`config.mk`:
```
export PLATFORM = sky130hd
export DESIGN_NAME = pidcc_scale
export DESIGN_NICKNAME = d
export VERILOG_FILES = /design/src/rtl/core/pid_controller_clamped_macros.svh /design/src/rtl/core/pidcc_pkg.sv /design/src/rtl/core/pidcc_scale.sv
export SDC_FILE = /design/constraint.sdc
export NUM_CORES = 2
export LEC_CHECK = 0
export ABC_AREA = 1
export BUFFER_PORTS_ARGS = -buffer_cell sky130_fd_sc_hd__buf_2
export CAP_MARGIN = 10
export CORE_MARGIN = 2
export CORE_UTILIZATION = 61
export CTS_CLUSTER_DIAMETER = 100
export DETAILED_ROUTE_END_ITERATION = 6
export PLACE_DENSITY = 0.81
export REMOVE_ABC_BUFFERS = 1
export SLEW_MARGIN = 20
export SYNTH_ARGS = -nofsm -noshare
export SYNTH_HDL_FRONTEND = slang
export SYNTH_SLANG_ARGS = --single-unit
```
`constraint.sdc`:
```
create_clock -name clk -period 6.1 [get_ports clk]
set_input_delay 0.305 -clock clk [delete_from_list [all_inputs] [get_ports clk]]
set_output_delay 0.305 -clock clk [all_outputs]
set_load 0.005 [all_outputs]
```
`src/rtl/core/pid_controller_clamped_macros.svh`:
```
// Assertion macros shared by the controller RTL.
// Expects clk and rst_n in the scope of each use.
`ifndef PID_CONTROLLER_CLAMPED_MACROS_SVH
`define PID_CONTROLLER_CLAMPED_MACROS_SVH

// Check a property on every clock edge out of reset.
`define PIDCC_ASSERT(label, prop, msg) \
  label: assert property (@(posedge clk) disable iff (!rst_n) (prop)) else $error(msg);

// Check that a condition implies a property in the next cycle.
`define PIDCC_ASSERT_NEXT(label, cond, prop, msg) \
  label: assert property (@(posedge clk) disable iff (!rst_n) (cond) |=> (prop)) \
    else $error(msg);

`endif

```
`src/rtl/core/pidcc_pkg.sv`:
```
// Package for the clamped PID controller: configuration type, register
// indexes, mode codes, widths and reset values. No dependencies.
package pidcc_pkg;

  localparam int unsigned CFG_IDX_W = 3;
  localparam int unsigned SUM_W     = 48;
  localparam int unsigned ERR_W     = 33;
  localparam int unsigned VAL_W     = 49;
  localparam int unsigned TERM_W    = 54;

  localparam logic [CFG_IDX_W-1:0] REG_TARGET = 3'd0;
  localparam logic [CFG_IDX_W-1:0] REG_GAIN_P = 3'd1;
  localparam logic [CFG_IDX_W-1:0] REG_GAIN_I = 3'd2;
  localparam logic [CFG_IDX_W-1:0] REG_GAIN_D = 3'd3;
  localparam logic [CFG_IDX_W-1:0] REG_LIMIT  = 3'd4;
  localparam logic [CFG_IDX_W-1:0] REG_MODE   = 3'd5;

  localparam logic [1:0] MODE_P   = 2'd0;
  localparam logic [1:0] MODE_PI  = 2'd1;
  localparam logic [1:0] MODE_PID = 2'd2;

  localparam logic signed [31:0] RST_TARGET = 32'sd131072;
  localparam logic [31:0] RST_GAIN_P = 32'd1966080;
  localparam logic [31:0] RST_GAIN_I = 32'd327680;
  localparam logic [31:0] RST_GAIN_D = 32'd0;
  localparam logic [30:0] RST_LIMIT  = 31'd6553600;

  localparam logic signed [SUM_W-1:0] SUM_MAX = 48'sh7FFF_FFFF_FFFF;
  localparam logic signed [SUM_W-1:0] SUM_MIN = 48'sh8000_0000_0000;

  typedef struct packed {
    logic signed [31:0] target;
    logic [31:0]        gain_p;
    logic [31:0]        gain_i;
    logic [31:0]        gain_d;
    logic [30:0]        limit;
    logic [1:0]         mode;
  } cfg_t;

endpackage

```
`src/rtl/core/pidcc_scale.sv`:
```
// Q16.16 scaling of one signed operand by an unsigned gain: two registered
// partial products, then floor shift by 16 and limit to +-2^52.
// Depends on pidcc_pkg.
module pidcc_scale (
  input  logic                                  clk,
  input  logic                                  ld_prod,
  input  logic                                  ld_term,
  input  logic signed [pidcc_pkg::VAL_W-1:0]    v,
  input  logic [31:0]                           gain,
  output logic signed [pidcc_pkg::TERM_W-1:0]   term_r
);

  localparam logic signed [66:0] TERM_MAX = 67'sh10_0000_0000_0000;
  localparam logic signed [66:0] TERM_MIN = -TERM_MAX;

  logic signed [57:0] ph_r;
  logic signed [57:0] ph_nxt;
  logic [55:0]        pl_r;
  logic [55:0]        pl_nxt;
  logic signed [66:0] t;
  logic signed [pidcc_pkg::TERM_W-1:0] term_nxt;

  always_comb begin
    ph_nxt = $signed({{33{v[48]}}, v[48:24]}) * $signed({26'd0, gain});
    pl_nxt = {32'd0, v[23:0]} * {24'd0, gain};
  end

  always_comb begin
    t = $signed({ph_r[57], ph_r, 8'd0}) + $signed({27'd0, pl_r[55:16]});
    if (t > TERM_MAX) begin
      term_nxt = TERM_MAX[53:0];
    end else if (t < TERM_MIN) begin
      term_nxt = TERM_MIN[53:0];
    end else begin
      term_nxt = t[53:0];
    end
  end

  always_ff @(posedge clk) begin
    if (ld_prod) begin
      ph_r <= ph_nxt;
      pl_r <= pl_nxt;
    end
    if (ld_term) begin
      term_r <= term_nxt;
    end
  end

endmodule

```
==> results.toml <==
[yosys]
ys_types = 46
ys_seq_elements = 152
synth_edf_count = 152
netlist_instances = 8070
synthDominantCellAreaShare_pct = 43.58
synthFlopType = "edfxtp_1"
synth_area_mm2 = 0.06179
syn_area_per_cell_um2 = 7.656
async_flop_share_pct = 0
synth.area.top_cells = "fa_1 44%, inv_1 16%, nand2_1 13%"
synth-seq-area-share_pct = 7.387
synth_warnings = 0
synth_top_cell_by_area = "fa_1"

[worst_setup_path]
worst-setup-path-type = "in -> reg"
worst_setup_path_start_kind = "input pin"
crit_required_ns = 6.39
end_kind = "register"
rrSetupSlack_ns = 2.18
worstPathArrival_ns = 7.18
cp_max_fo = 8

[final_layout]
multi_input_area_mm2 = 0.04920
seq_area_mm2 = 0.004564
final_common_cell = "inv_1"
final-instance-count-excl-fill = 10200
fillers = 6389
layout_common_cells = "2,496 x inv_1, 2,083 x nand2_1, 1,273 x fa_1, 674 x buf_4, 376 x ha_1"
finalNetCount = 10680
area_growth_pct = 23.81
drive_gt1_share_pct = 20.07

[global_routing]
gr-usage-all-layers_pct = 37.63
met1_usage_pct = 47.63
top_usage_layer = "met2"
grt_use_met2_pct = 58.59
grt_max_degree = 63
grt_use_met3_pct = 9.726
grt_pass1_vias = 57300
antenna_found_initial = 14
grt_first_pass_wirelength_mm = 300.2
globalRouteOverflowTotal = 0

[run_status]
status = "finished with violations"
failed_checks = "design-rule violations, negative setup slack"

[timing]
fmax_ghz = 0.1452
period_share_pct = 112.9
fin_crit_ns = 6.889
setup_ws_ns = -0.7894
tightestPinTransition_ns = 0.8462
timing.final.hold_violations = 0
finClkSkew_ns = 0.01651
grt_setup_unrepaired = "yes"
finalSetupViolations = 59
slew_headroom_pct = 43.59
slew_viol_final = 0

[detailed_routing]
dr.pass1.iters = 7
routed_wl_mm = 222.8
drc_errors = 59
wire_per_inst_um = 21.85
ant_nets = 0
drtIter0Drc = 6839
vias_per_cell = 5.598
vias = 57070

[run]
cap_violations = 0

[floorplan]
pin_count = 138
die_h_um = 322.3
die_area_mm2 = 0.1038
die_w_um = 322.3
initial_core_util_pct = 61.61
num_rows = 116
design.core.area_mm2 = 0.1003

[cts]
cts_buffers = 17
clk_pin_slew_worst_paths_ns = 0.07
insertion_delay_ns = 0.47
holdBufCountCts = 0
clock_sinks = 152
root_buffer = "clkbuf_16"
htreeDepth = 4
cts_buffer_depth = 2
tritoncts = "built"

[place]
io_buffers = 137
dpl.hpwl_mm = 153.5
dp_cells = 9981
gp_congestion = 0.9677

[min_path]
hp-class = "in -> reg"
-- routing by layer --
layer	routed length, µm	vias up
li1	-	24120
met1	72780	27110
met2	94720	4298
met3	33090	1530
met4	22000	12
met5	168	-
-- cell families after synthesis --
| logic type | synth area share (%) |
|---|---|
| buffers and inverters | 17.95 |
| AND/OR/NAND/NOR | 17.38 |
| adder cells (fa/ha/maj) | 52.41 |
| AO/OA/AOI/OAI | 3.216 |
| flip-flops | 7.387 |
| XOR/XNOR | 1.659 |
-- final cells by class --
cell class                      count  area share [%]
Antenna cell                       13         0.04252
Clock buffer                       18          0.5610
Clock inverter                     14          0.2044
Inverter                         2632           12.92
Multi-Input combinational cell   4974           64.32
Sequential cell                   152           5.967
Tap cell                         1357           2.219
Timing Repair Buffer             1035           13.76
-- path summary, 6_finish.rpt --
path	to	depth (start not counted)	startpoint
max	ph_r[43]	26	gain[18]
min	ph_r[56]	1	ld_prod
min reg2reg	term_r[0]	2	pl_r[16]
max reg2reg	term_r[3]	20	ph_r[0]
-- worst max-delay path, stage by stage --
cell	delay [ns]
buf_12	0.18
buf_12	0.20
nand2_1	0.09
inv_1	0.12
fa_1	0.57
fa_1	0.58
inv_1	0.05
fa_1	0.49
fa_1	0.58
inv_1	0.20
fa_2	0.49
fa_1	0.53
inv_1	0.06
fa_1	0.49
inv_1	0.08
ha_4	0.29
nand2_1	0.14
o21ai_0	0.35
a21oi_1	0.14
o21ai_2	0.24
a21oi_4	0.05
o31ai_1	0.27
buf_4	0.19
nand2_2	0.06
o211ai_1	0.15
xor2_1	0.24
-- flip-flops by register name (all words and copies together) (netlist names) --
register and cells:
ph_r 58, term_r 54, pl_r 40
-- stage by stage --
stage                     util (%)  hold WS [ns]  setup WS [ns]  TNS [ns]  instance area (µm²)
final                        76.28        0.3348        -0.7894    -15.98                76500
after global routing         76.25        0.3505        -0.8234    -20.84                76470
after CTS                    71.73        0.3299       -0.03926   -0.1146                71930
after detailed placement     69.41        0.5618        -0.9254    -47.17                69610
after global placement       69.41        0.5504        -0.8718    -39.59                69610
after floorplan                  -        0.4175        0.01731         0                60580
-- cells in the mapped netlist, types with 36 or more instances --
cell type  count
edfxtp_1     152
xor2_1        64
o21ai_0       86
a31oi_1       36
nand3_1       98
xnor2_1       53
nand2_1     2179
a21oi_1      171
inv_1       2630
nor2_2        41
nor2_1       298
ha_1         436
fa_1        1345
clkbuf_1     278
-- what timing repair did --
action | 4_1_cts | 5_1_grt
buffers inserted | 35 | 109
cloned | 17 | 23
pin swaps | 38 | 407
resized for setup | 221 | 860
setup endpoints to repair | 57 | 69
Power is left out: the tool's default activity adds up to more than one toggle a clock period on the data nets, which glitch-free logic cannot reach.
