### src/rtl/core/pid_controller_clamped_macros.svh
// Assertion macros shared by the controller RTL.
// Expects clk and rst_n in the scope of each use.
`ifndef PID_CONTROLLER_CLAMPED_MACROS_SVH
`define PID_CONTROLLER_CLAMPED_MACROS_SVH

// Check a property on every clock edge out of reset.
`define PIDCC_ASSERT(label, prop, msg) \
  label: assert property (@(posedge clk) disable iff (!rst_n) (prop)) else $error(msg);

// Check that a condition implies a property in the next cycle.
`define PIDCC_ASSERT_NEXT(label, cond, prop, msg) \
  label: assert property (@(posedge clk) disable iff (!rst_n) (cond) |=> (prop)) \
    else $error(msg);

`endif

### src/rtl/core/pidcc_pkg.sv
// Package for the clamped PID controller: configuration type, register
// indexes, mode codes, widths and reset values. No dependencies.
package pidcc_pkg;

  localparam int unsigned CFG_IDX_W = 3;
  localparam int unsigned SUM_W     = 48;
  localparam int unsigned ERR_W     = 33;
  localparam int unsigned VAL_W     = 49;
  localparam int unsigned TERM_W    = 54;

  localparam logic [CFG_IDX_W-1:0] REG_TARGET = 3'd0;
  localparam logic [CFG_IDX_W-1:0] REG_GAIN_P = 3'd1;
  localparam logic [CFG_IDX_W-1:0] REG_GAIN_I = 3'd2;
  localparam logic [CFG_IDX_W-1:0] REG_GAIN_D = 3'd3;
  localparam logic [CFG_IDX_W-1:0] REG_LIMIT  = 3'd4;
  localparam logic [CFG_IDX_W-1:0] REG_MODE   = 3'd5;

  localparam logic [1:0] MODE_P   = 2'd0;
  localparam logic [1:0] MODE_PI  = 2'd1;
  localparam logic [1:0] MODE_PID = 2'd2;

  localparam logic signed [31:0] RST_TARGET = 32'sd131072;
  localparam logic [31:0] RST_GAIN_P = 32'd1966080;
  localparam logic [31:0] RST_GAIN_I = 32'd327680;
  localparam logic [31:0] RST_GAIN_D = 32'd0;
  localparam logic [30:0] RST_LIMIT  = 31'd6553600;

  localparam logic signed [SUM_W-1:0] SUM_MAX = 48'sh7FFF_FFFF_FFFF;
  localparam logic signed [SUM_W-1:0] SUM_MIN = 48'sh8000_0000_0000;

  typedef struct packed {
    logic signed [31:0] target;
    logic [31:0]        gain_p;
    logic [31:0]        gain_i;
    logic [31:0]        gain_d;
    logic [30:0]        limit;
    logic [1:0]         mode;
  } cfg_t;

endpackage

### src/rtl/core/pidcc_integ.sv
// Error stage: forms the error, updates the saturated error sum (limited in
// PID mode) and the previous error, and registers the three term operands.
// Depends on pidcc_pkg.
module pidcc_integ (
  input  logic                                   clk,
  input  logic                                   rst_n,
  input  logic                                   load,
  input  logic                                   upd,
  input  logic signed [31:0]                     measured,
  input  pidcc_pkg::cfg_t                        cfg,
  output logic signed [pidcc_pkg::VAL_W-1:0]     v_p_r,
  output logic signed [pidcc_pkg::VAL_W-1:0]     v_i_r,
  output logic signed [pidcc_pkg::VAL_W-1:0]     v_d_r,
  output logic                                   flag_r,
  output logic signed [pidcc_pkg::SUM_W-1:0]     error_sum_r
);

  logic signed [pidcc_pkg::ERR_W-1:0]   prev_err_r;
  logic signed [pidcc_pkg::ERR_W-1:0]   err;
  logic signed [pidcc_pkg::ERR_W:0]     diff;
  logic signed [pidcc_pkg::SUM_W:0]     s_wide;
  logic signed [pidcc_pkg::SUM_W-1:0]   s_sat;
  logic signed [pidcc_pkg::SUM_W-1:0]   lim;
  logic signed [pidcc_pkg::SUM_W-1:0]   error_sum_nxt;
  logic signed [pidcc_pkg::VAL_W-1:0]   v_p_nxt;
  logic signed [pidcc_pkg::VAL_W-1:0]   v_i_nxt;
  logic signed [pidcc_pkg::VAL_W-1:0]   v_d_nxt;
  logic                                 flag_nxt;
  logic                                 ovf;
  logic                                 clip;
  logic                                 acc;
  logic                                 pid;

  always_comb begin
    acc  = (cfg.mode != pidcc_pkg::MODE_P);
    pid  = acc && (cfg.mode != pidcc_pkg::MODE_PI);
    err  = $signed({cfg.target[31], cfg.target}) - $signed({measured[31], measured});
    diff = $signed({err[32], err}) - $signed({prev_err_r[32], prev_err_r});

    s_wide = $signed({error_sum_r[47], error_sum_r}) + $signed({{16{err[32]}}, err});
    ovf    = s_wide[48] ^ s_wide[47];
    if (ovf) begin
      s_sat = s_wide[48] ? pidcc_pkg::SUM_MIN : pidcc_pkg::SUM_MAX;
    end else begin
      s_sat = s_wide[47:0];
    end

    lim  = $signed({17'd0, cfg.limit});
    clip = 1'b0;
    error_sum_nxt = s_sat;
    if (pid && (s_sat > lim)) begin
      error_sum_nxt = lim;
      clip = 1'b1;
    end else if (pid && (s_sat < -lim)) begin
      error_sum_nxt = -lim;
      clip = 1'b1;
    end

    flag_nxt = acc && (ovf || clip);
    v_p_nxt  = $signed({{16{err[32]}}, err});
    v_i_nxt  = acc ? $signed({error_sum_nxt[47], error_sum_nxt}) : '0;
    v_d_nxt  = pid ? $signed({{15{diff[33]}}, diff}) : '0;
  end

  always_ff @(posedge clk) begin
    if (!rst_n) begin
      error_sum_r <= '0;
      prev_err_r  <= '0;
    end else if (upd) begin
      if (acc) begin
        error_sum_r <= error_sum_nxt;
      end
      if (pid) begin
        prev_err_r <= err;
      end
    end
  end

  always_ff @(posedge clk) begin
    if (load) begin
      v_p_r  <= v_p_nxt;
      v_i_r  <= v_i_nxt;
      v_d_r  <= v_d_nxt;
      flag_r <= flag_nxt;
    end
  end

endmodule

### config.mk
export PLATFORM = sky130hd
export DESIGN_NAME = pidcc_integ
export DESIGN_NICKNAME = d
export VERILOG_FILES = /design/src/rtl/core/pid_controller_clamped_macros.svh /design/src/rtl/core/pidcc_pkg.sv /design/src/rtl/core/pidcc_integ.sv
export SDC_FILE = /design/constraint.sdc
export NUM_CORES = 1
export LEC_CHECK = 0
export ABC_AREA = 1
export BUFFER_PORTS_ARGS = -buffer_cell sky130_fd_sc_hd__buf_2
export CORE_MARGIN = 2
export CORE_UTILIZATION = 45
export DETAILED_ROUTE_END_ITERATION = 8
export GPL_TIMING_DRIVEN = 0
export PLACE_DENSITY = 0.7
export SYNTH_ARGS = -nofsm -noshare
export SYNTH_HDL_FRONTEND = slang
export SYNTH_SLANG_ARGS = --single-unit
export TNS_END_PERCENT = 1
### constraint.sdc
create_clock -name clk -period 7.5 [get_ports clk]
set_input_delay 0.75 -clock clk [delete_from_list [all_inputs] [get_ports clk]]
set_output_delay 0.75 -clock clk [all_outputs]
set_load 0.02 [all_outputs]
==> flow_metrics.tcl <==
set metrics [dict create \
    outcome "finished, violations left" \
    failed_checks "setup timing" \
    timing.max_cap.violations 0 \
    synthesized_area_per_cell_um2 6.643 \
    finalPower_mw 10.70 \
    worstSetupStartpoint "cfg[129]" \
    nFillCells 4042 \
    hpwl_reported_at_the_end_of_detailed_placement_mm 58.54 \
    clock_tree.htree_level_count 4 \
    detail_route.wl_per_cell_um 19.50 \
    critical_path.slowest_cell "sky130_fd_sc_hd__fa_2" \
    pwr_density_cell_mw_per_mm2 455.7 \
    worstPathArrival_ps 7850 \
    synth_cell_type_count 48 \
    fmax_ghz 0.1314 \
    drv_slew 0 \
    static-leakage-power_nw 11.97 \
    coreArea_mm2 0.04074 \
    gpl.final_weighted_congestion 0.9416 \
    grt-ovfl-total 0 \
    clk_transition_reported_paths_ps 80 \
    synth_async_sr_flop_share_pct 0 \
    postRouteAntennaNets 0 \
    power_frac_clock_pct 9.1 \
    floorplan.die_area_mm2 0.04286 \
    timing.final.ws_setup_ps -112.1 \
    syn-instance-count 2792 \
    internal-power_mw 4.946 \
    min_delay_path_depth 2 \
    cts_tree "done" \
    insertedDiodeCount 0 \
    layout.cells.most_common "sky130_fd_sc_hd__nand2_1" \
    synth.cell_area_mm2 0.01855 \
    die_x_um 207.0 \
    transition_time_of_the_tightest_slew_check_pin_ps 860.1 \
    dieHeight_um 207.0 \
    synth_sequential_area_ratio_pct 27.52 \
    seq_power_share_pct 16.0 \
    nNetsFinal 3564 \
    comb_power_share_pct 75.0 \
    finalSetupViolations 35 \
    worst_ir_drop_on_vdd_uv 314.8 \
    cts_root_buffer "sky130_fd_sc_hd__clkbuf_16" \
    buffer_ports.inserted 296 \
    critPathLaunchType "input port" \
    critical_path_peak_fanout 8 \
    regArea_mm2 0.005105 \
    reg2reg_from "error_sum_r[0]" \
    worstSetupEndpointType "register" \
    synth_warnings 0 \
    clk_buf_depth 2 \
    layout.cells.non_filler 3715 \
    insertion_delay_ps 520 \
    placed_cells_incl_taps 3621 \
    rr_worst_depth 34 \
    initial_core_util_pct 45.53 \
    grt_usage_pct 32.50 \
    slowest_delay_ps 370 \
    setup.worst_path.class "input port to register" \
    route.detailed.vias_per_inst 5.403 \
    hold_violations 0 \
    number_of_antenna_violations_at_the_first_check_in_global_routing 0 \
    detailedRoute.firstIterationViolations 1523 \
    hold_ws_ps 478.7 \
    vias 20070 \
    min-delay-start "prev_err_r[2]" \
    timing.slew.headroom_pct 42.66 \
    synth-edff-count 116 \
    switchingPower_mw 5.752 \
    cts.sink_count 197 \
    worst_clk_skew_ps 28.17 \
    top_level_ports 393 \
    layout_common_cells "sky130_fd_sc_hd__nand2_1 (626), sky130_fd_sc_hd__inv_1 (470), sky130_fd_sc_hd__buf_2 (297)" \
    ys_dominant_reg_cell "sky130_fd_sc_hd__edfxtp_1" \
    drive_above_1_share_pct 23.22 \
    multi_input_area_mm2 0.01236 \
    grt_start_max_net_pins 67 \
    finalWorstPathRequiredPeriod_ps 7612 \
    firstDrtPassIters 5 \
    routed_wirelength_mm 72.46 \
    power_switching_share_pct 53.77 \
    register_bit_total_from_synthesis 197 \
    grt_pass1_wl_mm 107.4 \
    tritoncts_buffers 17 \
    syn-num-nets 3186 \
    placement_rows 74 \
    timing.critical_path.required_ps 7730 \
    unrepaired_setup_endpoints_after_global_routing "yes" \
    fin_crit_sh_pct 101.5 \
    timing.hold.worst.class "register to register" \
    number_of_design_rule_violations_left_after_detail_routing 0 \
    vias_in_the_first_global_route 19000 \
    flow.area_growth_from_synthesis_pct 26.59 \
]
final cells by class:
| type | instances | share of cell area (%) |
|---|---|---|
| plain buffers | 93 | 3.128 |
| clock buffers | 21 | 2.052 |
| clock inverters | 11 | 0.4583 |
| inverters | 492 | 8.020 |
| multi-input cells | 2011 | 52.64 |
| flip-flops and latches | 197 | 21.74 |
| well taps | 532 | 2.835 |
| repair buffers | 358 | 9.129 |
metal layers:
| layer | routed length, um | global-route usage (%) | part of all wire [%] |
|---|---|---|---|
| met5 | 0 | 0 | 0 |
| met4 | 2835 | 13.50 | 3.9 |
| met3 | 4259 | 4.366 | 5.9 |
| met2 | 33740 | 53.55 | 47 |
| met1 | 31620 | 42.86 | 44 |
logic make-up after synthesis:
kind of cell / after synthesis / synth area share [%]
buffers and inverters: 587 / 12.81
AOI/OAI and AO/OA: 549 / 15.99
DFF: 197 / 27.52
adders and majority gates: 197 / 13.41
xor gates and xnor gates: 73 / 3.447
and+or+nand+nor: 1189 / 26.81
registers in the layout (all words and copies together), names as in the netlist:
name,count
error_sum_r,48
v_d_r,34
prev_err_r,33
v_i_r,48
flag_r,1
v_p_r,33
power by group through the flow:
| stage | Clock (mW) | Combinational, mW | Sequential (mW) |
|---|---|---|---|
| final | 0.970 | 8.02 | 1.71 |
| after global routing | 1.01 | 8.72 | 1.73 |
| after CTS | 0.984 | 6.88 | 1.70 |
| after detailed placement | 0 | 6.35 | 1.72 |
| after global placement | 0 | 6.29 | 1.71 |
| after floorplan | 0 | 4.01 | 2.00 |
path summary, 6_finish.rpt:
| path | end | slack, ps |
|---|---|---|
| setup / recovery | v_i_r[34] | -110 |
| hold reg to reg | prev_err_r[2] | 480 |
| setup reg to reg | v_i_r[34] | 1730 |
| hold / removal | prev_err_r[2] | 480 |
metrics by stage:
| stage | TNS, ps | setup slack, ps | utilization [%] | cell area, um2 |
|---|---|---|---|---|
| finish | -1411 | -112.1 | 57.63 | 23480 |
| CTS | -6398 | -155.3 | 54.41 | 22170 |
| global placement | -208880 | -2344 | 51.18 | 20850 |
| floorplan | 0 | 192.0 | - | 18700 |
| detailed placement | -217350 | -2450 | 51.25 | 20880 |
| global route | -17760 | -301.5 | 57.63 | 23480 |
synthesized netlist by cell type (2+ instances only):
cell type	instances	area (um2)
sky130_fd_sc_hd__nand2_1	664	2492
sky130_fd_sc_hd__inv_1	482	1809
sky130_fd_sc_hd__nor2_1	263	987.2
sky130_fd_sc_hd__a21oi_1	259	1296
sky130_fd_sc_hd__o21ai_0	201	1006
sky130_fd_sc_hd__ha_1	194	2427
sky130_fd_sc_hd__nand3_1	125	625.6
sky130_fd_sc_hd__edfxtp_1	116	3483
sky130_fd_sc_hd__dfxtp_1	81	1622
sky130_fd_sc_hd__clkbuf_1	46	172.7
sky130_fd_sc_hd__xor2_1	43	376.6
sky130_fd_sc_hd__nand2_2	35	219.0
sky130_fd_sc_hd__buf_4	33	247.7
sky130_fd_sc_hd__nor3_1	33	165.2
sky130_fd_sc_hd__xnor2_1	30	262.8
sky130_fd_sc_hd__nand4_1	27	168.9
sky130_fd_sc_hd__a31oi_1	19	118.9
sky130_fd_sc_hd__o21bai_1	16	120.1
sky130_fd_sc_hd__nor4_1	13	81.33
sky130_fd_sc_hd__o21a_1	10	75.07
sky130_fd_sc_hd__a21oi_2	9	78.83
sky130_fd_sc_hd__nor2_2	7	43.79
sky130_fd_sc_hd__o211ai_1	7	52.55
sky130_fd_sc_hd__a21o_1	6	45.04
sky130_fd_sc_hd__buf_2	6	30.03
sky130_fd_sc_hd__inv_2	6	22.52
sky130_fd_sc_hd__nand3_2	6	60.06
sky130_fd_sc_hd__a211oi_1	5	37.54
sky130_fd_sc_hd__nor2_4	5	56.30
sky130_fd_sc_hd__a21boi_0	4	30.03
sky130_fd_sc_hd__and2_1	4	25.02
sky130_fd_sc_hd__buf_1	4	15.01
sky130_fd_sc_hd__nand3b_1	4	30.03
sky130_fd_sc_hd__o221ai_1	4	35.03
sky130_fd_sc_hd__buf_6	3	33.78
sky130_fd_sc_hd__clkinv_1	3	11.26
sky130_fd_sc_hd__fa_1	3	60.06
sky130_fd_sc_hd__o31ai_1	3	22.52
sky130_fd_sc_hd__a221oi_1	2	17.52
sky130_fd_sc_hd__clkbuf_2	2	10.01
sky130_fd_sc_hd__or2_2	2	12.51
repair_timing:
item	in CTS	in global routing
hold buffers	0	0
gates resized for setup	121	272
setup endpoints to repair	97	97
pin swaps	18	94
cloned	2	10
setup buffers	17	36
worst max-delay path, delay by kind of cell:
| kind | cells | cell delay, ps |
|---|---|---|
| xor gates and xnor gates | 1 | 240 |
| buffers and inverters | 11 | 1280 |
| adders and majority gates | 5 | 1290 |
| AOI/OAI and AO/OA | 7 | 1340 |
| and+or+nand+nor | 27 | 2880 |
Note: power is estimated with default switching activity, not from simulation.
