===== config.mk =====
export PLATFORM = sky130hd
export DESIGN_NAME = pidcc_regs_flat
export DESIGN_NICKNAME = d
export VERILOG_FILES = /design/src/rtl/core/pid_controller_clamped_macros.svh /design/src/rtl/core/pidcc_pkg.sv /design/src/rtl/core/pidcc_cfg_if.sv /design/src/rtl/core/pidcc_regs.sv /design/src/flat_wrapper.sv
export SDC_FILE = /design/constraint.sdc
export NUM_CORES = 1
export LEC_CHECK = 0
export ABC_AREA = 1
export BUFFER_PORTS_ARGS = -buffer_cell sky130_fd_sc_hd__buf_2
export CAP_MARGIN = 20
export CELL_PAD_IN_SITES_DETAIL_PLACEMENT = 1
export CELL_PAD_IN_SITES_GLOBAL_PLACEMENT = 2
export CORE_ASPECT_RATIO = 1.2
export CORE_MARGIN = 2
export CORE_UTILIZATION = 25
export CTS_CLUSTER_DIAMETER = 30
export CTS_CLUSTER_SIZE = 24
export DETAILED_ROUTE_END_ITERATION = 10
export PLACE_DENSITY_LB_ADDON = 0.1
export REMOVE_ABC_BUFFERS = 1
export SLEW_MARGIN = 40
export SYNTH_ARGS = -nofsm -noshare
export SYNTH_HDL_FRONTEND = slang
export SYNTH_SLANG_ARGS = --single-unit

===== constraint.sdc =====
create_clock -name clk -period 2 [get_ports clk]
set_input_delay 0.5 -clock clk [delete_from_list [all_inputs] [get_ports clk]]
set_output_delay 0.5 -clock clk [all_outputs]
set_load 0.02 [all_outputs]

===== src/rtl/core/pid_controller_clamped_macros.svh =====
// Assertion macros shared by the controller RTL.
// Expects clk and rst_n in the scope of each use.
`ifndef PID_CONTROLLER_CLAMPED_MACROS_SVH
`define PID_CONTROLLER_CLAMPED_MACROS_SVH

// Check a property on every clock edge out of reset.
`define PIDCC_ASSERT(label, prop, msg) \
  label: assert property (@(posedge clk) disable iff (!rst_n) (prop)) else $error(msg);

// Check that a condition implies a property in the next cycle.
`define PIDCC_ASSERT_NEXT(label, cond, prop, msg) \
  label: assert property (@(posedge clk) disable iff (!rst_n) (cond) |=> (prop)) \
    else $error(msg);

`endif


===== src/rtl/core/pidcc_pkg.sv =====
// Package for the clamped PID controller: configuration type, register
// indexes, mode codes, widths and reset values. No dependencies.
package pidcc_pkg;

  localparam int unsigned CFG_IDX_W = 3;
  localparam int unsigned SUM_W     = 48;
  localparam int unsigned ERR_W     = 33;
  localparam int unsigned VAL_W     = 49;
  localparam int unsigned TERM_W    = 54;

  localparam logic [CFG_IDX_W-1:0] REG_TARGET = 3'd0;
  localparam logic [CFG_IDX_W-1:0] REG_GAIN_P = 3'd1;
  localparam logic [CFG_IDX_W-1:0] REG_GAIN_I = 3'd2;
  localparam logic [CFG_IDX_W-1:0] REG_GAIN_D = 3'd3;
  localparam logic [CFG_IDX_W-1:0] REG_LIMIT  = 3'd4;
  localparam logic [CFG_IDX_W-1:0] REG_MODE   = 3'd5;

  localparam logic [1:0] MODE_P   = 2'd0;
  localparam logic [1:0] MODE_PI  = 2'd1;
  localparam logic [1:0] MODE_PID = 2'd2;

  localparam logic signed [31:0] RST_TARGET = 32'sd131072;
  localparam logic [31:0] RST_GAIN_P = 32'd1966080;
  localparam logic [31:0] RST_GAIN_I = 32'd327680;
  localparam logic [31:0] RST_GAIN_D = 32'd0;
  localparam logic [30:0] RST_LIMIT  = 31'd6553600;

  localparam logic signed [SUM_W-1:0] SUM_MAX = 48'sh7FFF_FFFF_FFFF;
  localparam logic signed [SUM_W-1:0] SUM_MIN = 48'sh8000_0000_0000;

  typedef struct packed {
    logic signed [31:0] target;
    logic [31:0]        gain_p;
    logic [31:0]        gain_i;
    logic [31:0]        gain_d;
    logic [30:0]        limit;
    logic [1:0]         mode;
  } cfg_t;

endpackage


===== src/rtl/core/pidcc_cfg_if.sv =====
// Configuration write channel: register index and write data per word.
// Depends on pidcc_pkg for the index width.
interface pidcc_cfg_if;
  logic                            valid;
  logic                            ready;
  logic [pidcc_pkg::CFG_IDX_W-1:0] index;
  logic [31:0]                     data;

  modport source (output valid, output index, output data, input ready);
  modport sink (input valid, input index, input data, output ready);
endinterface


===== src/rtl/core/pidcc_regs.sv =====
// Configuration register file of the controller.
// Depends on pidcc_pkg and pidcc_cfg_if.
module pidcc_regs (
  input  logic              clk,
  input  logic              rst_n,
  pidcc_cfg_if.sink         cfg_if,
  output pidcc_pkg::cfg_t   cfg_r
);

  assign cfg_if.ready = 1'b1;

  always_ff @(posedge clk) begin
    if (!rst_n) begin
      cfg_r.target <= pidcc_pkg::RST_TARGET;
      cfg_r.gain_p <= pidcc_pkg::RST_GAIN_P;
      cfg_r.gain_i <= pidcc_pkg::RST_GAIN_I;
      cfg_r.gain_d <= pidcc_pkg::RST_GAIN_D;
      cfg_r.limit  <= pidcc_pkg::RST_LIMIT;
      cfg_r.mode   <= pidcc_pkg::MODE_PID;
    end else if (cfg_if.valid) begin
      case (cfg_if.index)
        pidcc_pkg::REG_TARGET: cfg_r.target <= $signed(cfg_if.data);
        pidcc_pkg::REG_GAIN_P: cfg_r.gain_p <= cfg_if.data;
        pidcc_pkg::REG_GAIN_I: cfg_r.gain_i <= cfg_if.data;
        pidcc_pkg::REG_GAIN_D: cfg_r.gain_d <= cfg_if.data;
        pidcc_pkg::REG_LIMIT:  cfg_r.limit  <= cfg_if.data[30:0];
        pidcc_pkg::REG_MODE:   cfg_r.mode   <= cfg_if.data[1:0];
        default: ;
      endcase
    end
  end

endmodule


===== src/flat_wrapper.sv =====
// flat-port wrapper written by rule: the top's interface ports become plain ports
module pidcc_regs_flat 
  (clk, rst_n, cfg_r, cfg_if_valid, cfg_if_index, cfg_if_data, cfg_if_ready);
  pidcc_cfg_if cfg_if_i ();
  input  logic clk;
  input  logic rst_n;
  output pidcc_pkg::cfg_t cfg_r;
  input wire logic [$bits(cfg_if_i.valid)-1:0] cfg_if_valid;
  input wire logic [$bits(cfg_if_i.index)-1:0] cfg_if_index;
  input wire logic [$bits(cfg_if_i.data)-1:0] cfg_if_data;
  output wire logic [$bits(cfg_if_i.ready)-1:0] cfg_if_ready;
  assign cfg_if_i.valid = cfg_if_valid;
  assign cfg_if_i.index = cfg_if_index;
  assign cfg_if_i.data = cfg_if_data;
  assign cfg_if_ready = cfg_if_i.ready;
  pidcc_regs u_core (.clk(clk), .rst_n(rst_n), .cfg_if(cfg_if_i), .cfg_r(cfg_r));
endmodule

==> impl_metrics.xml <==
<?xml version="1.0" encoding="UTF-8"?>
<metrics>
  <group name="setup_path">
    <metric name="worst_ep_arrival_time" unit="ps">990</metric>
    <metric name="category_of_cells_accounting_for_the_largest_share_of_critical_path_delay" unit="">flip-flops</metric>
    <metric name="cp.required" unit="ps">1500</metric>
    <metric name="crit_path_top_delay_cell" unit="">sky130_fd_sc_hd__dfxtp_1</metric>
    <metric name="setup.worst_path.start_class" unit="">flip-flop</metric>
    <metric name="cp-end-kind" unit="">output pin</metric>
    <metric name="cp_cell_sequence" unit="">buf_2</metric>
    <metric name="critical_path.max_stage_delay" unit="ps">370</metric>
    <metric name="regToRegEndpoint" unit="">u_core.cfg_r[103]</metric>
    <metric name="timing.rr.start" unit="">u_core.cfg_r[103]</metric>
    <metric name="ff2ff_setup_slack" unit="ps">1390</metric>
    <metric name="timing.setup.critical_path_class" unit="">flip-flop to output pin</metric>
    <metric name="worst-r2r-cell-count" unit="">2</metric>
    <metric name="critical_path.n_buffers_inverters" unit="">1</metric>
    <metric name="cp_max_fo" unit="">2</metric>
  </group>
  <group name="clock_network">
    <metric name="root_buf_cell" unit="">sky130_fd_sc_hd__clkbuf_16</metric>
    <metric name="cts.path.max_buffers" unit="">2</metric>
    <metric name="depth_of_the_cts_h_tree" unit="">4</metric>
    <metric name="cts_setup_buffers" unit="">0</metric>
    <metric name="post_cts_resized" unit="">0</metric>
    <metric name="cts_made_buffers" unit="">17</metric>
    <metric name="worstSkewPairLatency" unit="ps">420</metric>
    <metric name="clock_sinks" unit="">161</metric>
    <metric name="worst_setup_hold_path_clk_slew" unit="ps">70</metric>
    <metric name="cts_tree" unit="">built</metric>
    <metric name="holdBufCountCts" unit="">0</metric>
  </group>
  <group name="yosys">
    <metric name="synthDominantAreaCellType" unit="">sky130_fd_sc_hd__dfxtp_1</metric>
    <metric name="syn_inst" unit="">918</metric>
    <metric name="yosys_warnings" unit="">0</metric>
    <metric name="post_synth.cell_area_avg" unit="um^2">6.918</metric>
    <metric name="synthTopCellsByArea" unit="">sky130_fd_sc_hd__dfxtp_1 (51%), sky130_fd_sc_hd__nor2_1 (18%), sky130_fd_sc_hd__nand3_1 (13%), sky130_fd_sc_hd__nand2_1 (11%), sky130_fd_sc_hd__buf_2 (3.2%)</metric>
    <metric name="number_of_distinct_standard_cells_referenced_by_the_synthesized_netlist" unit="">14</metric>
    <metric name="synth_seq_cells" unit="">161</metric>
    <metric name="synth.yosys.seq_area_share" unit="%">50.75</metric>
    <metric name="synth_largest_type_area_fraction" unit="%">50.75</metric>
    <metric name="mappedNetlistArea" unit="um^2">6351</metric>
  </group>
  <group name="global_routing">
    <metric name="grt_antenna_before_repair" unit="">0</metric>
    <metric name="groute.layer.met1.usage" unit="%">22.85</metric>
    <metric name="global_route.usage.met3" unit="%">4.169</metric>
    <metric name="grtUsageMet2" unit="%">29.47</metric>
    <metric name="first_global_vias" unit="">6314</metric>
    <metric name="track_usage" unit="%">17.63</metric>
    <metric name="grt_first_pass_wirelength" unit="um">35890</metric>
    <metric name="layer_with_the_highest_usage_after_global_routing" unit="">met2</metric>
    <metric name="grt_overflow" unit="">0</metric>
    <metric name="grt_start_max_net_pins" unit="">43</metric>
  </group>
  <group name="outcome">
    <metric name="run_status" unit="">complete, no violations</metric>
  </group>
  <group name="layout">
    <metric name="num-nets-final" unit="">1139</metric>
    <metric name="leading_cell_type_in_the_layout_fill_and_taps_excluded" unit="">sky130_fd_sc_hd__nor2_1</metric>
    <metric name="regMostFlops" unit="">u_core.cfg_r</metric>
    <metric name="final_std_cells_w_o_fill" unit="">1439</metric>
    <metric name="syn_to_final_growth" unit="%">33.83</metric>
    <metric name="layout_common_cells" unit="">sky130_fd_sc_hd__nor2_1 (301), sky130_fd_sc_hd__buf_2 (197), sky130_fd_sc_hd__nand2_1 (181)</metric>
    <metric name="num-fill-cells" unit="">3150</metric>
    <metric name="final_layout_size_suffix_gt1_share" unit="%">24.24</metric>
    <metric name="top_regs" unit="">u_core.cfg_r (161)</metric>
    <metric name="register_area" unit="um^2">3223</metric>
    <metric name="antennaDiodeCount" unit="">0</metric>
    <metric name="largest_register_ff_count" unit="">161</metric>
    <metric name="fin_util" unit="%">34.23</metric>
    <metric name="multi_input_area" unit="um^2">2725</metric>
  </group>
  <group name="detailed_routing">
    <metric name="drt-pass1-iter-count" unit="">4</metric>
    <metric name="num_vias" unit="">6365</metric>
    <metric name="wl_per_cell" unit="um">16.15</metric>
    <metric name="drt-vias-per-instance" unit="">4.423</metric>
    <metric name="drtAntennaViolNets" unit="">0</metric>
    <metric name="drt_iter0_markers" unit="">281</metric>
    <metric name="detail_route.wirelength" unit="um">23230</metric>
    <metric name="route.detailed.drc" unit="">0</metric>
  </group>
  <group name="sta">
    <metric name="final.setup.worst_slack" unit="ps">514.8</metric>
    <metric name="final_period_minus_worst_setup_slack" unit="ps">1485</metric>
    <metric name="max_clock_freq" unit="GHz">0.6733</metric>
    <metric name="finalSetupTns" unit="ps">0</metric>
    <metric name="period_share" unit="%">74.26</metric>
    <metric name="drv_slew" unit="">0</metric>
    <metric name="timing.clock.skew" unit="ps">0</metric>
    <metric name="grt_setup_unrepaired" unit="">false</metric>
    <metric name="timing_hold_violations_final" unit="">0</metric>
    <metric name="setup_viols_final" unit="">0</metric>
  </group>
  <group name="floorplanning">
    <metric name="count_of_pins_on_the_block_boundary" unit="">200</metric>
    <metric name="overall_die_area" unit="um^2">26700</metric>
    <metric name="chipHeight" unit="um">178.6</metric>
    <metric name="fp.dieW" unit="um">149.5</metric>
    <metric name="core.rowCount" unit="">63</metric>
    <metric name="core_region_area" unit="um^2">24830</metric>
    <metric name="floorplan.initialDensity" unit="%">25.58</metric>
  </group>
  <group name="power">
    <metric name="powerDensity" unit="nW/um^2">910.4</metric>
    <metric name="post-layout-total-power" unit="mW">7.738</metric>
    <metric name="peakVddDrop" unit="uV">531.4</metric>
    <metric name="leakage" unit="nW">4.135</metric>
  </group>
  <group name="worst_hold_path">
    <metric name="hold_path_depth" unit="">3</metric>
    <metric name="hold_path.class" unit="">input port to flip-flop</metric>
    <metric name="min_to" unit="">u_core.cfg_r[24]</metric>
    <metric name="hold_sp" unit="">cfg_if_data[22]</metric>
  </group>
  <group name="placement">
    <metric name="io_buffer_count" unit="">198</metric>
    <metric name="pre_cts_ws" unit="ps">314.2</metric>
    <metric name="dpl_cells" unit="">1407</metric>
    <metric name="gpl.final_weighted_congestion" unit="">0.7162</metric>
    <metric name="post-dp-hpwl" unit="um">15830</metric>
  </group>
  <group name="flow_run">
    <metric name="max-cap-violations" unit="">0</metric>
  </group>
</metrics>
-- synth_stat cells --
| cell type | count |
|---|---|
| sky130_fd_sc_hd__nor2_4 | 1 |
| sky130_fd_sc_hd__buf_1 | 13 |
| sky130_fd_sc_hd__nand3_1 | 161 |
| sky130_fd_sc_hd__inv_2 | 2 |
| sky130_fd_sc_hd__buf_4 | 4 |
| sky130_fd_sc_hd__nand2_1 | 181 |
| sky130_fd_sc_hd__o21ai_0 | 1 |
| sky130_fd_sc_hd__dfxtp_1 | 161 |
| sky130_fd_sc_hd__clkbuf_1 | 7 |
| sky130_fd_sc_hd__buf_2 | 41 |
| sky130_fd_sc_hd__nor2_1 | 305 |
| sky130_fd_sc_hd__nor2_2 | 4 |
| sky130_fd_sc_hd__conb_1 | 1 |
| sky130_fd_sc_hd__inv_1 | 36 |
-- where the power goes --
part / internal (mW) / leakage, nW / total (mW) / switching [mW]
sequential: 3.32 / 1.31 / 3.38 / 0.0625
clock: 2.04 / 0.290 / 3.45 / 1.40
combinational: 0.297 / 2.54 / 0.909 / 0.612
total: 5.66 / 4.13 / 7.74 / 2.08
-- per-layer routing --
| metal | part of all wire (%) | vias to the layer above | routed length [um] |
|---|---|---|---|
| li1 | - | 3210 | - |
| met1 | 47 | 3015 | 10850 |
| met2 | 48 | 127 | 11090 |
| met3 | 4.6 | 13 | 1075 |
| met4 | 0.93 | 0 | 217 |
| met5 | 0 | - | 0 |
-- logic make-up after synthesis --
group                  share of synthesized area [%]
buffers and inverters                          7.132
AO/OA/AOI/OAI                                0.07873
flip-flops                                     50.75
AND/OR/NAND/NOR                                41.98
other                                        0.05904
-- layout make-up --
type,instances,share of cell area (%)
flip-flops and latches,161,37.92
repair buffers,229,16.34
multi-input cells,654,32.06
inverters,38,1.678
clock buffers,21,5.417
clock inverters,11,1.796
well taps,325,4.784
-- worst max-delay path by stage --
stage / startpoint / to / depth (start not counted)
3_5_place_dp: cfg_if_index[0] / u_core.cfg_r[114] / 7
2_1_floorplan: cfg_if_index[0] / u_core.cfg_r[20] / 4
6_report: u_core.cfg_r[106] / cfg_r[106] / 1
3_3_place_gp: cfg_if_index[0] / u_core.cfg_r[114] / 7
5_1_grt: u_core.cfg_r[132] / cfg_r[132] / 1
4_1_cts: u_core.cfg_r[91] / cfg_r[91] / 1
-- stage by stage --
| stage | cell area [um^2] | hold slack, ps |
|---|---|---|
| 2_1_floorplan | 6041 | 554.0 |
| 3_3_place_gp | 7886 | 456.8 |
| 3_5_place_dp | 7886 | 459.7 |
| 4_1_cts | 8499 | 260.0 |
| 5_1_grt | 8499 | 285.1 |
| 6_report | 8499 | 280.7 |
Note: power is estimated with default switching activity, not from simulation.
